**config.mk**
```make
export PLATFORM = sky130hd
export DESIGN_NAME = rqvr_sqrt_cell
export DESIGN_NICKNAME = d
export VERILOG_FILES = /design/src/rtl/random_quaternion_vector_rotation_unit_macros.svh /design/src/rtl/rqvr_pkg.sv /design/src/rtl/rqvr_sqrt_cell.sv
export SDC_FILE = /design/constraint.sdc
export NUM_CORES = 1
export LEC_CHECK = 0
export ABC_AREA = 1
export BUFFER_PORTS_ARGS = -buffer_cell sky130_fd_sc_hd__buf_2
export CAP_MARGIN = 20
export CORE_ASPECT_RATIO = 1.75
export CORE_MARGIN = 1
export CORE_UTILIZATION = 40
export DETAILED_ROUTE_END_ITERATION = 7
export GPL_TIMING_DRIVEN = 0
export PLACE_DENSITY = 0.69
export SYNTH_ARGS = -nofsm -noshare
export SYNTH_HDL_FRONTEND = slang
export SYNTH_SLANG_ARGS = --single-unit
```
**constraint.sdc**
```tcl
create_clock -name clock -period 5.5 [get_ports clock]
set_input_delay 0.55 -clock clock [delete_from_list [all_inputs] [get_ports clock]]
set_output_delay 0.55 -clock clock [all_outputs]
set_load 0.02 [all_outputs]
```
**src/rtl/random_quaternion_vector_rotation_unit_macros.svh**
```systemverilog
// Assertion macros for the random quaternion vector rotation unit.
// Expects signals named clock and reset in the including module.
`ifndef RANDOM_QUATERNION_VECTOR_ROTATION_UNIT_MACROS_SVH
`define RANDOM_QUATERNION_VECTOR_ROTATION_UNIT_MACROS_SVH

// Same-cycle implication, off during reset.
`define RQVR_ASSERT_IMPLIES(label, ante, cons) \
   label: assert property (@(posedge clock) disable iff (reset) (ante) |-> (cons)) \
      else $error("rqvr check failed");

// Next-cycle implication, off during reset.
`define RQVR_ASSERT_NEXT(label, ante, cons) \
   label: assert property (@(posedge clock) disable iff (reset) (ante) |=> (cons)) \
      else $error("rqvr check failed");

`endif

```
**src/rtl/rqvr_pkg.sv**
```systemverilog
// Shared types, constants and the arctangent table of the rotation unit.
// No dependencies.
package rqvr_pkg;

   localparam int SQRT_STEPS   = 15;
   localparam int ATAN_ENTRIES = 24;

   localparam logic signed [32:0] CORDIC_START = 33'sd652032874;
   localparam logic signed [34:0] ONE_Q28      = 35'sd268435456;

   typedef enum logic [1:0] {
      CSR_VEC_X = 2'd0,
      CSR_VEC_Y = 2'd1,
      CSR_VEC_Z = 2'd2
   } csr_index_type;

   typedef struct packed {
      logic [16:0] unif_a;
      logic [16:0] unif_b;
      logic [16:0] unif_c;
   } req_item_type;

   typedef struct packed {
      logic signed [15:0] quat_real;
      logic signed [15:0] quat_i;
      logic signed [15:0] quat_j;
      logic signed [15:0] quat_k;
      logic signed [15:0] rot_x;
      logic signed [15:0] rot_y;
      logic signed [15:0] rot_z;
   } rsp_item_type;

   // Two square roots in flight: ri for sqrt(1-u1), jk for sqrt(u1).
   typedef struct packed {
      logic        valid;
      logic [28:0] x_ri;
      logic [28:0] r_ri;
      logic [28:0] x_jk;
      logic [28:0] r_jk;
      logic [15:0] ang_b;
      logic [15:0] ang_c;
   } sqrt_lane_type;

   // Two CORDIC rotations in flight plus the finished roots.
   typedef struct packed {
      logic               valid;
      logic [1:0]         quad_b;
      logic signed [32:0] x_b;
      logic signed [32:0] y_b;
      logic signed [32:0] z_b;
      logic [1:0]         quad_c;
      logic signed [32:0] x_c;
      logic signed [32:0] y_c;
      logic signed [32:0] z_c;
      logic [14:0]        root_ri;
      logic [14:0]        root_jk;
   } cordic_lane_type;

   // atan(2^-i) as a 32-bit fraction of a turn.
   function automatic logic [31:0] atan_turn(input int idx);
      logic [31:0] val;
      unique case (idx)
         0:  val = 32'h20000000;
         1:  val = 32'h12E4051E;
         2:  val = 32'h09FB385B;
         3:  val = 32'h051111D4;
         4:  val = 32'h028B0D43;
         5:  val = 32'h0145D7E1;
         6:  val = 32'h00A2F61E;
         7:  val = 32'h00517C55;
         8:  val = 32'h0028BE53;
         9:  val = 32'h00145F2F;
         10: val = 32'h000A2F98;
         11: val = 32'h000517CC;
         12: val = 32'h00028BE6;
         13: val = 32'h000145F3;
         14: val = 32'h0000A2FA;
         15: val = 32'h0000517D;
         16: val = 32'h000028BE;
         17: val = 32'h0000145F;
         18: val = 32'h00000A30;
         19: val = 32'h00000518;
         20: val = 32'h0000028C;
         21: val = 32'h00000146;
         22: val = 32'h000000A3;
         23: val = 32'h00000051;
         default: val = 32'h0;
      endcase
      return val;
   endfunction

endpackage

```
**src/rtl/rqvr_sqrt_cell.sv**
```systemverilog
// One digit step of the two integer square roots, registered.
// Depends on rqvr_pkg.
module rqvr_sqrt_cell
   import rqvr_pkg::*;
#(
   parameter int STEP = 0
) (
   input  logic          clock,
   input  logic          reset,
   input  logic          enable,
   input  sqrt_lane_type src,
   output sqrt_lane_type dst
);

   localparam logic [29:0] BIT = 30'(1) << (28 - 2 * STEP);

   sqrt_lane_type step_in;
   sqrt_lane_type step_ff;
   logic          valid_ff;
   logic [29:0]   trial_ri;
   logic [29:0]   trial_jk;

   assign trial_ri = {1'b0, src.r_ri} + BIT;
   assign trial_jk = {1'b0, src.r_jk} + BIT;

   always_comb begin
      step_in = src;
      if ({1'b0, src.x_ri} >= trial_ri) begin
         step_in.x_ri = 29'({1'b0, src.x_ri} - trial_ri);
         step_in.r_ri = 29'({1'b0, src.r_ri >> 1} + BIT);
      end else begin
         step_in.r_ri = src.r_ri >> 1;
      end
      if ({1'b0, src.x_jk} >= trial_jk) begin
         step_in.x_jk = 29'({1'b0, src.x_jk} - trial_jk);
         step_in.r_jk = 29'({1'b0, src.r_jk >> 1} + BIT);
      end else begin
         step_in.r_jk = src.r_jk >> 1;
      end
   end

   always_ff @(posedge clock) begin
      if (reset) begin
         valid_ff <= 1'b0;
      end else if (enable) begin
         valid_ff <= src.valid;
      end
   end

   always_ff @(posedge clock) begin
      if (enable) begin
         step_ff <= step_in;
      end
   end

   always_comb begin
      dst       = step_ff;
      dst.valid = valid_ff;
   end

endmodule

```
==> flow_summary_export.csv <==
group,metric,value,unit
setup_path,critical_path_class,"input pin to register",
sta,finalClockSkew,0,ns
power,pwr-share-comb,28.0,%
layout,diodes,0,
global_route,grt_antenna_before_repair,2,
routing,drt_iter0_markers,496,
logic_synthesis,yosys-top-cells-count,"nand2_1 (477), inv_1 (286), edfxtp_1 (148)",
logic_synthesis,syn-num-nets,1556,
logic_synthesis,yosysTopAreaCell,"edfxtp_1",
sta,setup_slack,3.119,ns
sta,fmaxAchievable,420.1,MHz
sta,period_minus_slack,2.381,ns
clocking,cts_setup_buffers,0,
setup_path,crit_arrival,2.59,ns
routing,drt-pass1-iter-count,5,
sta,rsz0062_at_grt,"no",
clocking,cts_tree,"built",
clocking,cts_buffers,17,
hold_path,hp-class,"input pin to register",
sta,tightestPinTransition,0.6709,ns
clocking,ctsHoldBuffers,0,
status,status,"finished, final reports clean",
global_route,grt_max_degree,79,
sta,fin_crit_sh,43.28,%
layout,fin_nets,1876,
floorplan,rows,77,
global_route,grt_pass1_vias,9878,
layout,area_growth,23.94,%
power,max-vdd-ir-drop,0.0001976,V
clocking,clockRootBuffer,"clkbuf_16",
power,intPower,2.321,mW
clocking,cts_max_level,4,
floorplan,core,25340,um^2
power,powerDensity,273.4,nW/um^2
routing,ant_nets,0,
power,p_leak,6.996,nW
place,place_inst,1959,
routing,vias_per_cell,4.861,
floorplan,die_area,26630,um^2
sta,slew-limit-headroom,55.28,%
job,cap_violations,0,
setup_path,critPathMaxFanout,4,
floorplan,die_h,215.1,um
layout,fin_area,12870,um^2
setup_path,cp-start-kind,"input pin",
sta,hold_violations,0,
global_route,grt_pass1_wl,50.80,mm
routing,avgRoutedWirePerCell,17.08,um
place,gp_congestion,1.002,
sta,tns,0,ns
logic_synthesis,async_flop_share,0,%
clocking,clock_latency,0.45,ns
clocking,cts.sinks,149,
place,place_area,12310,um^2
global_route,grt_overflow,0,
logic_synthesis,synth_seq_cells,149,
sta,slew_viol_final,0,
logic_synthesis,netlist_instances,1342,
logic_synthesis,synth_area_leaders,"edfxtp_1 (43%), nand2_1 (17%), inv_1 (10%), ha_1 (7.2%), nand3_1 (5.1%)",
logic_synthesis,ys_warn_count,0,
routing,postRouteWirelength,34.00,mm
logic_synthesis,syn_area,10380,um^2
layout,drive_above_1_share,25.85,%
logic_synthesis,synth.most_common_cell,"nand2_1",
power,power_frac_seq,39.9,%
global_route,grt_util_all_layers,26.42,%
power,switching_share,34.04,%
floorplan,initial_core_util,40.98,%
logic_synthesis,avgSynthCellArea,7.737,um^2
clocking,cts-resized-gates,0,
layout,instances_no_fill,1991,
routing,num_vias,9679,
power,clock_power_share,32.1,%
routing,drcViolationCount,0,
setup_path,cp-end-kind,"register",
place,dp_hpwl,28.27,mm
clocking,clk_pin_slew,0.06,ns
power,switchingPower,1.198,mW
logic_synthesis,synth_top_area_share,42.80,%
logic_synthesis,yosysSeqAreaShare,42.99,%
setup_path,required,5.71,ns
place,port_buffers,300,
place,dp_slack,2.739,ns
logic_synthesis,netlist-cell-type-count,33,
floorplan,num_io_pins,301,
floorplan,fp.dieW,123.8,um
logic_synthesis,ys.flop_type,"edfxtp_1",
sta,setup_viol,0,
logic_synthesis,synth-edff-count,148,
clocking,cts_buffer_depth,2,
worst paths after layout:
| kind | from | end | slack (ns) | cells past startpoint |
|---|---|---|---|---|
| setup / recovery | src[95] | dst[144] | 3.12 | 12 |
| hold reg to reg | valid_ff | valid_ff | 0.50 | 2 |
| hold / removal | reset | valid_ff | 0.24 | 2 |
| setup reg to reg | valid_ff | valid_ff | 4.92 | 2 |
cell families after synthesis:
| family | Yosys count | share of synthesized area [%] |
|---|---|---|
| flip-flops | 149 | 42.99 |
| buffers and inverters | 313 | 12.42 |
| adder cells (fa/ha/maj) | 62 | 7.615 |
| AO/OA/AOI/OAI | 53 | 3.157 |
| XOR/XNOR | 24 | 2.024 |
| AND/OR/NAND/NOR | 740 | 31.69 |
| multiplexers | 1 | 0.09640 |
metal layers:
metal / wire length, um / global-route usage (%)
met1: 10180 / 21.46
met4: 2949 / 21.16
met3: 1667 / 5.202
met2: 19190 / 51.59
met5: 25 / 0
worst max-delay path, cell delays in order:
cell and delay (ns):
buf_2 0.09, inv_1 0.04, ha_1 0.35, nand2_1 0.12
nor2_1 0.46, nand3b_1 0.15, nand3_1 0.36, nand2_1 0.13
nand3_1 0.10, nand2_1 0.06, nand3_2 0.12, nand2_1 0.05
cell usage in the layout (no fill, tap or decap), drive strengths merged, types with 2 or more instances in the layout:
| cell | synthesis | routed |
|---|---|---|
| nor3 | 6 | 6 |
| xor2 | 22 | 22 |
| nand3b | 12 | 12 |
| clkinvlp | 0 | 3 |
| xnor2 | 2 | 2 |
| a21oi | 32 | 32 |
| clkbuf | 0 | 18 |
| inv | 296 | 300 |
| ha | 60 | 60 |
| fa | 2 | 2 |
| clkinv | 3 | 9 |
| nand3 | 128 | 128 |
| o21ai | 20 | 20 |
| nand2 | 497 | 497 |
| buf | 14 | 315 |
| nand4 | 13 | 13 |
| nor2 | 83 | 83 |
| edfxtp | 148 | 148 |
per-stage QoR:
| step | total power [mW] | hold slack, ns | util, % |
|---|---|---|---|
| 2_1_floorplan | 2.044 | 0.4617 | - |
| 3_3_place_gp | 2.395 | 0.4782 | 48.47 |
| 3_5_place_dp | 2.411 | 0.4960 | 48.60 |
| 5_1_grt | 3.689 | 0.2374 | 50.79 |
| 4_1_cts | 3.540 | 0.2240 | 50.79 |
| 6_report | 3.519 | 0.2433 | 50.79 |
power by group through the flow:
stage          combinational, mW  sequential (mW)  clock [mW]
2_1_floorplan              0.475             1.57           0
3_3_place_gp               0.967             1.43           0
3_5_place_dp               0.983             1.43           0
4_1_cts                    0.987             1.40        1.15
5_1_grt                     1.08             1.41        1.20
6_report                   0.986             1.40        1.13
final cells by class:
| cell class | count | area [um^2] |
|---|---|---|
| fill | 2497 | 12470 |
| buffer | 14 | 167.7 |
| multi-input combinational | 880 | 4629 |
| timing repair buffer | 301 | 1535 |
| sequential | 149 | 4464 |
| clock inverter | 14 | 126.4 |
| tap | 316 | 395.4 |
| inverter | 299 | 1122 |
| clock buffer | 18 | 429.2 |
sequential cells by signal (all words and copies together) (netlist names):
| name | flops |
|---|---|
| dst | 148 |
| valid_ff | 1 |
No activity file was read; power rests on OpenSTA's default activity.
