### config.mk
export PLATFORM = sky130hd
export DESIGN_NAME = rqvr_cordic_cell
export DESIGN_NICKNAME = d
export VERILOG_FILES = /design/src/rtl/random_quaternion_vector_rotation_unit_macros.svh /design/src/rtl/rqvr_pkg.sv /design/src/rtl/rqvr_cordic_cell.sv
export SDC_FILE = /design/constraint.sdc
export NUM_CORES = 1
export LEC_CHECK = 0
export ABC_AREA = 1
export BUFFER_PORTS_ARGS = -buffer_cell sky130_fd_sc_hd__buf_2
export CAP_MARGIN = 20
export CORE_AREA = 2 2 216 218
export DETAILED_ROUTE_END_ITERATION = 10
export DIE_AREA = 0 0 218 220
export PLACE_DENSITY = 0.76
export SYNTH_ARGS = -nofsm -noshare
export SYNTH_HDL_FRONTEND = slang
export SYNTH_SLANG_ARGS = --single-unit
### constraint.sdc
create_clock -name clock -period 2 [get_ports clock]
set_input_delay 0.5 -clock clock [delete_from_list [all_inputs] [get_ports clock]]
set_output_delay 0.5 -clock clock [all_outputs]
set_load 0.02 [all_outputs]
### src/rtl/random_quaternion_vector_rotation_unit_macros.svh
// Assertion macros for the random quaternion vector rotation unit.
// Expects signals named clock and reset in the including module.
`ifndef RANDOM_QUATERNION_VECTOR_ROTATION_UNIT_MACROS_SVH
`define RANDOM_QUATERNION_VECTOR_ROTATION_UNIT_MACROS_SVH

// Same-cycle implication, off during reset.
`define RQVR_ASSERT_IMPLIES(label, ante, cons) \
   label: assert property (@(posedge clock) disable iff (reset) (ante) |-> (cons)) \
      else $error("rqvr check failed");

// Next-cycle implication, off during reset.
`define RQVR_ASSERT_NEXT(label, ante, cons) \
   label: assert property (@(posedge clock) disable iff (reset) (ante) |=> (cons)) \
      else $error("rqvr check failed");

`endif

### src/rtl/rqvr_pkg.sv
// Shared types, constants and the arctangent table of the rotation unit.
// No dependencies.
package rqvr_pkg;

   localparam int SQRT_STEPS   = 15;
   localparam int ATAN_ENTRIES = 24;

   localparam logic signed [32:0] CORDIC_START = 33'sd652032874;
   localparam logic signed [34:0] ONE_Q28      = 35'sd268435456;

   typedef enum logic [1:0] {
      CSR_VEC_X = 2'd0,
      CSR_VEC_Y = 2'd1,
      CSR_VEC_Z = 2'd2
   } csr_index_type;

   typedef struct packed {
      logic [16:0] unif_a;
      logic [16:0] unif_b;
      logic [16:0] unif_c;
   } req_item_type;

   typedef struct packed {
      logic signed [15:0] quat_real;
      logic signed [15:0] quat_i;
      logic signed [15:0] quat_j;
      logic signed [15:0] quat_k;
      logic signed [15:0] rot_x;
      logic signed [15:0] rot_y;
      logic signed [15:0] rot_z;
   } rsp_item_type;

   // Two square roots in flight: ri for sqrt(1-u1), jk for sqrt(u1).
   typedef struct packed {
      logic        valid;
      logic [28:0] x_ri;
      logic [28:0] r_ri;
      logic [28:0] x_jk;
      logic [28:0] r_jk;
      logic [15:0] ang_b;
      logic [15:0] ang_c;
   } sqrt_lane_type;

   // Two CORDIC rotations in flight plus the finished roots.
   typedef struct packed {
      logic               valid;
      logic [1:0]         quad_b;
      logic signed [32:0] x_b;
      logic signed [32:0] y_b;
      logic signed [32:0] z_b;
      logic [1:0]         quad_c;
      logic signed [32:0] x_c;
      logic signed [32:0] y_c;
      logic signed [32:0] z_c;
      logic [14:0]        root_ri;
      logic [14:0]        root_jk;
   } cordic_lane_type;

   // atan(2^-i) as a 32-bit fraction of a turn.
   function automatic logic [31:0] atan_turn(input int idx);
      logic [31:0] val;
      unique case (idx)
         0:  val = 32'h20000000;
         1:  val = 32'h12E4051E;
         2:  val = 32'h09FB385B;
         3:  val = 32'h051111D4;
         4:  val = 32'h028B0D43;
         5:  val = 32'h0145D7E1;
         6:  val = 32'h00A2F61E;
         7:  val = 32'h00517C55;
         8:  val = 32'h0028BE53;
         9:  val = 32'h00145F2F;
         10: val = 32'h000A2F98;
         11: val = 32'h000517CC;
         12: val = 32'h00028BE6;
         13: val = 32'h000145F3;
         14: val = 32'h0000A2FA;
         15: val = 32'h0000517D;
         16: val = 32'h000028BE;
         17: val = 32'h0000145F;
         18: val = 32'h00000A30;
         19: val = 32'h00000518;
         20: val = 32'h0000028C;
         21: val = 32'h00000146;
         22: val = 32'h000000A3;
         23: val = 32'h00000051;
         default: val = 32'h0;
      endcase
      return val;
   endfunction

endpackage

### src/rtl/rqvr_cordic_cell.sv
// One CORDIC rotation step for both angles, registered.
// Depends on rqvr_pkg.
module rqvr_cordic_cell
   import rqvr_pkg::*;
#(
   parameter int STEP = 0
) (
   input  logic            clock,
   input  logic            reset,
   input  logic            enable,
   input  cordic_lane_type src,
   output cordic_lane_type dst
);

   localparam logic signed [32:0] ATAN = 33'($signed({1'b0, atan_turn(STEP)}));

   cordic_lane_type step_in;
   cordic_lane_type step_ff;
   logic            valid_ff;

   always_comb begin
      step_in = src;
      if (src.z_b >= 0) begin
         step_in.x_b = src.x_b - (src.y_b >>> STEP);
         step_in.y_b = src.y_b + (src.x_b >>> STEP);
         step_in.z_b = src.z_b - ATAN;
      end else begin
         step_in.x_b = src.x_b + (src.y_b >>> STEP);
         step_in.y_b = src.y_b - (src.x_b >>> STEP);
         step_in.z_b = src.z_b + ATAN;
      end
      if (src.z_c >= 0) begin
         step_in.x_c = src.x_c - (src.y_c >>> STEP);
         step_in.y_c = src.y_c + (src.x_c >>> STEP);
         step_in.z_c = src.z_c - ATAN;
      end else begin
         step_in.x_c = src.x_c + (src.y_c >>> STEP);
         step_in.y_c = src.y_c - (src.x_c >>> STEP);
         step_in.z_c = src.z_c + ATAN;
      end
   end

   always_ff @(posedge clock) begin
      if (reset) begin
         valid_ff <= 1'b0;
      end else if (enable) begin
         valid_ff <= src.valid;
      end
   end

   always_ff @(posedge clock) begin
      if (enable) begin
         step_ff <= step_in;
      end
   end

   always_comb begin
      dst       = step_ff;
      dst.valid = valid_ff;
   end

endmodule

==> impl_metrics.env <==
export IMPL_outcome="complete, but fails checks"
export IMPL_violations="setup timing"
export IMPL_timing_critical_path_fanout_max=4
export IMPL_clkPwrFrac_pct=26.2
export IMPL_layout_setup_ws_ns=-0.0289
export IMPL_hold_path_class="primary input to flip-flop"
export IMPL_final_util_pct=67.0
export IMPL_switchingPower_mw=7.21
export IMPL_detail_route_first_pass_iterations=6
export IMPL_reg2reg_to="valid_ff"
export IMPL_cp_end_kind="flip-flop"
export IMPL_synth_cell_area_um2=22700
export IMPL_power_share_combinational_pct=41.3
export IMPL_worstHoldStart="reset"
export IMPL_slew_headroom_pct=65.6
export IMPL_post_synth_cell_area_avg_um2=6.50
export IMPL_whs_ns=0.0742
export IMPL_grt_first_pass_wirelength_um=122000
export IMPL_tritoncts_num_buffers=26
export IMPL_worstPathArrival_ns=2.44
export IMPL_ys_warn_count=0
export IMPL_dieArea_um2=48000
export IMPL_cts_tree="built"
export IMPL_die_w_um=218
export IMPL_largest_vdd_supply_drop_mv=0.624
export IMPL_rows=79
export IMPL_grt_antenna_before_repair=9
export IMPL_io_buffer_count=468
export IMPL_final_setup_tns_ns=-0.0289
export IMPL_routed_via_count=25300
export IMPL_synth_yosys_seq_area_share_pct=30.5
export IMPL_clock_sinks=231
export IMPL_reg2reg_from="valid_ff"
export IMPL_timing_reg2reg_setup_slack_ns=1.41
export IMPL_grt_pass1_vias=23700
export IMPL_die_height_um=220
export IMPL_power_density_nw_per_um2=624
export IMPL_finalMaxSlewViolations=0
export IMPL_gr_usage_all_layers_pct=32.6
export IMPL_detail_route_wl_per_cell_um=16.0
export IMPL_drive_above_1_share_pct=28.1
export IMPL_timing_worst_setup_path_type="primary input to flip-flop"
export IMPL_async_reset_ff_share_pct=0
export IMPL_max_clock_freq_mhz=493
export IMPL_cts_htree_levels=1
export IMPL_post_route_drc_count=0
export IMPL_period_share_pct=101
export IMPL_p_int_mw=12.0
export IMPL_switching_share_pct=37.6
export IMPL_drt_total_wl_um=80100
export IMPL_final_setup_skew_ns=0
export IMPL_total_power_mw=19.2
export IMPL_synth_top_flop_cell="sky130_fd_sc_hd__edfxtp_1"
export IMPL_power_leakage_nw=17.1
export IMPL_cts_buffer_depth=3
export IMPL_synth_ff_latch_count=231
export IMPL_layout_cells_non_filler=4999
export IMPL_setup_worst_path_start_class="primary input"
export IMPL_synth_net_count=3948
export IMPL_worstHoldPathCells=2
export IMPL_seqPwrFrac_pct=32.5
export IMPL_clockRootBuffer="sky130_fd_sc_hd__clkbuf_16"
export IMPL_setup_violations_final=1
export IMPL_critPathRequiredTime_ns=2.42
export IMPL_post_synth_inst_count=3490
export IMPL_hold_path_endpoint="valid_ff"
export IMPL_worst_r2r_cell_count=2
export IMPL_max_cap_viol_count=0
export IMPL_route_antenna_remaining_nets=0
export IMPL_grt_ovfl_total=0
export IMPL_detailed_place_hpwl_um=67300
export IMPL_routabilityCongestion=1.01
export IMPL_initial_utilization_pct=49.4
export IMPL_clk_insertion_delay_late_ns=0.58
export IMPL_finish_net_count=4823
export IMPL_io_pins=469
export IMPL_first_iter_violations=2075
export IMPL_maximum_number_of_pins_on_one_net_before_global_route_repair=60
export IMPL_min_period_ns=2.03
export IMPL_final_layout_fill_cell_count=4211
export IMPL_final_hold_viols=0
export IMPL_dp_cells=4943
export IMPL_tightestPinTransition_ns=0.511
export IMPL_core_region_area_um2=45900
export IMPL_routed_via_density=5.05
export IMPL_synth_cell_types=38
export IMPL_area_growth_pct=35.5
export IMPL_synth_enable_flop_cells=230
export IMPL_worst_setup_hold_path_clk_slew_ns=0.06
worst max path at each step:
stage,slack [ns],startpoint,to,cells past startpoint
2_1_floorplan,-0.03,src[169],dst[195],16
5_1_grt,-0.04,src[63],dst[79],15
4_1_cts,0.02,src[68],dst[120],14
6_report,-0.03,src[63],dst[79],15
3_3_place_gp,-0.61,src[173],dst[190],12
3_5_place_dp,-0.62,src[173],dst[190],12
worst max-delay path, cell delays in order:
cell and delay [ns]:
sky130_fd_sc_hd__buf_2 0.16, sky130_fd_sc_hd__inv_2 0.07, sky130_fd_sc_hd__ha_4 0.17, sky130_fd_sc_hd__fa_2 0.39, sky130_fd_sc_hd__inv_4 0.10, sky130_fd_sc_hd__nand2_2 0.06, sky130_fd_sc_hd__nand2_2 0.09, sky130_fd_sc_hd__nand2_1 0.06
sky130_fd_sc_hd__nand2_1 0.09, sky130_fd_sc_hd__nand2_1 0.09, sky130_fd_sc_hd__nand2_2 0.16, sky130_fd_sc_hd__buf_4 0.14, sky130_fd_sc_hd__xor2_1 0.16, sky130_fd_sc_hd__nand2_1 0.09, sky130_fd_sc_hd__o21ai_1 0.13
metal layers:
layer | routed length, um | global-route usage, % | vias up
li1 | - | - | 12500
met2 | 38300 | 57.8 | 1040
met4 | 3960 | 14.6 | 4
met3 | 5770 | 3.95 | 229
met1 | 32100 | 39.7 | 11400
met5 | 23 | 0 | -
registers in the layout, summed over array words and instances (netlist names):
name,cells
dst,230
valid_ff,1
placed cells by master (no fill, tap or decap), types with 6 or more instances in the layout:
master and count:
sky130_fd_sc_hd__a21oi_1 129, sky130_fd_sc_hd__a21oi_2 18, sky130_fd_sc_hd__a31oi_1 8, sky130_fd_sc_hd__buf_12 11
sky130_fd_sc_hd__buf_2 465, sky130_fd_sc_hd__buf_4 458, sky130_fd_sc_hd__clkbuf_16 26, sky130_fd_sc_hd__diode_2 8
sky130_fd_sc_hd__edfxtp_1 230, sky130_fd_sc_hd__fa_2 6, sky130_fd_sc_hd__ha_1 159, sky130_fd_sc_hd__ha_2 33
sky130_fd_sc_hd__ha_4 22, sky130_fd_sc_hd__inv_1 676, sky130_fd_sc_hd__inv_2 19, sky130_fd_sc_hd__nand2_1 1259
sky130_fd_sc_hd__nand2_2 52, sky130_fd_sc_hd__nand3_1 312, sky130_fd_sc_hd__nand3_2 8, sky130_fd_sc_hd__nand4_1 32
sky130_fd_sc_hd__nor2_1 153, sky130_fd_sc_hd__nor2_2 65, sky130_fd_sc_hd__nor2_4 17, sky130_fd_sc_hd__nor3_1 10
sky130_fd_sc_hd__nor3_2 9, sky130_fd_sc_hd__o21a_1 7, sky130_fd_sc_hd__o21ai_0 67, sky130_fd_sc_hd__o21ai_1 7
sky130_fd_sc_hd__o21bai_1 22, sky130_fd_sc_hd__o22ai_1 8, sky130_fd_sc_hd__xor2_1 50
cell usage after synthesis (all sizes together), types with 7 or more instances:
cell,instances,area (um^2)
nor2,235,907
buf,67,409
inv,696,2610
nor3,19,130
nand3,320,1600
nand2,1311,4940
fa,8,160
o21bai,22,165
o21a,7,52.6
nand4,32,200
o21ai,74,370
edfxtp,230,6910
o22ai,8,50.1
a31oi,8,50.1
a21oi,147,739
clkbuf,22,95.1
ha,214,2680
xor2,50,438
repair_timing:
| action | in CTS | in global routing |
|---|---|---|
| pin swaps | 0 | 1 |
| buffers inserted | 0 | 1 |
| gates resized for setup | 3 | 99 |
| endpoints found under the setup margin | 5 | 83 |
| hold buffers | 0 | 0 |
power by group through the flow:
stage	clock network [mW]	registers [mW]	logic, mW
floorplan	0	7.02	3.67
global placement	0	6.31	7.58
detailed placement	0	6.32	7.65
CTS	5.14	6.23	7.69
global route	5.25	6.27	8.64
finish	5.03	6.23	7.92
cell type report:
| type | count | area, um^2 | area share (%) |
|---|---|---|---|
| clock inverters | 20 | 221 | 0.721 |
| diodes | 8 | 20.0 | 0.0652 |
| flip-flops and latches | 231 | 6930 | 22.5 |
| repair buffers | 936 | 6010 | 19.6 |
| clock buffers | 27 | 654 | 2.13 |
| multi-input cells | 2472 | 13500 | 43.9 |
| inverters | 698 | 2650 | 8.62 |
| well taps | 607 | 759 | 2.47 |
metrics by stage:
step / area [um^2] / worst slack [ns]
after floorplan: 23300 / -0.0299
after global placement: 29400 / -0.610
after detailed placement: 29400 / -0.623
after CTS: 30300 / 0.0170
after global routing: 30700 / -0.0364
final: 30700 / -0.0289
cell families after synthesis:
logic type / share of synthesized area [%]
adder cells (fa/ha/maj): 12.5
flip-flops: 30.5
AND/OR/NAND/NOR: 34.6
AO/OA/AOI/OAI: 6.59
buffers and inverters: 13.8
XOR/XNOR: 1.93
multiplexers: 0.0441
Note: power is estimated with default switching activity, not from simulation.
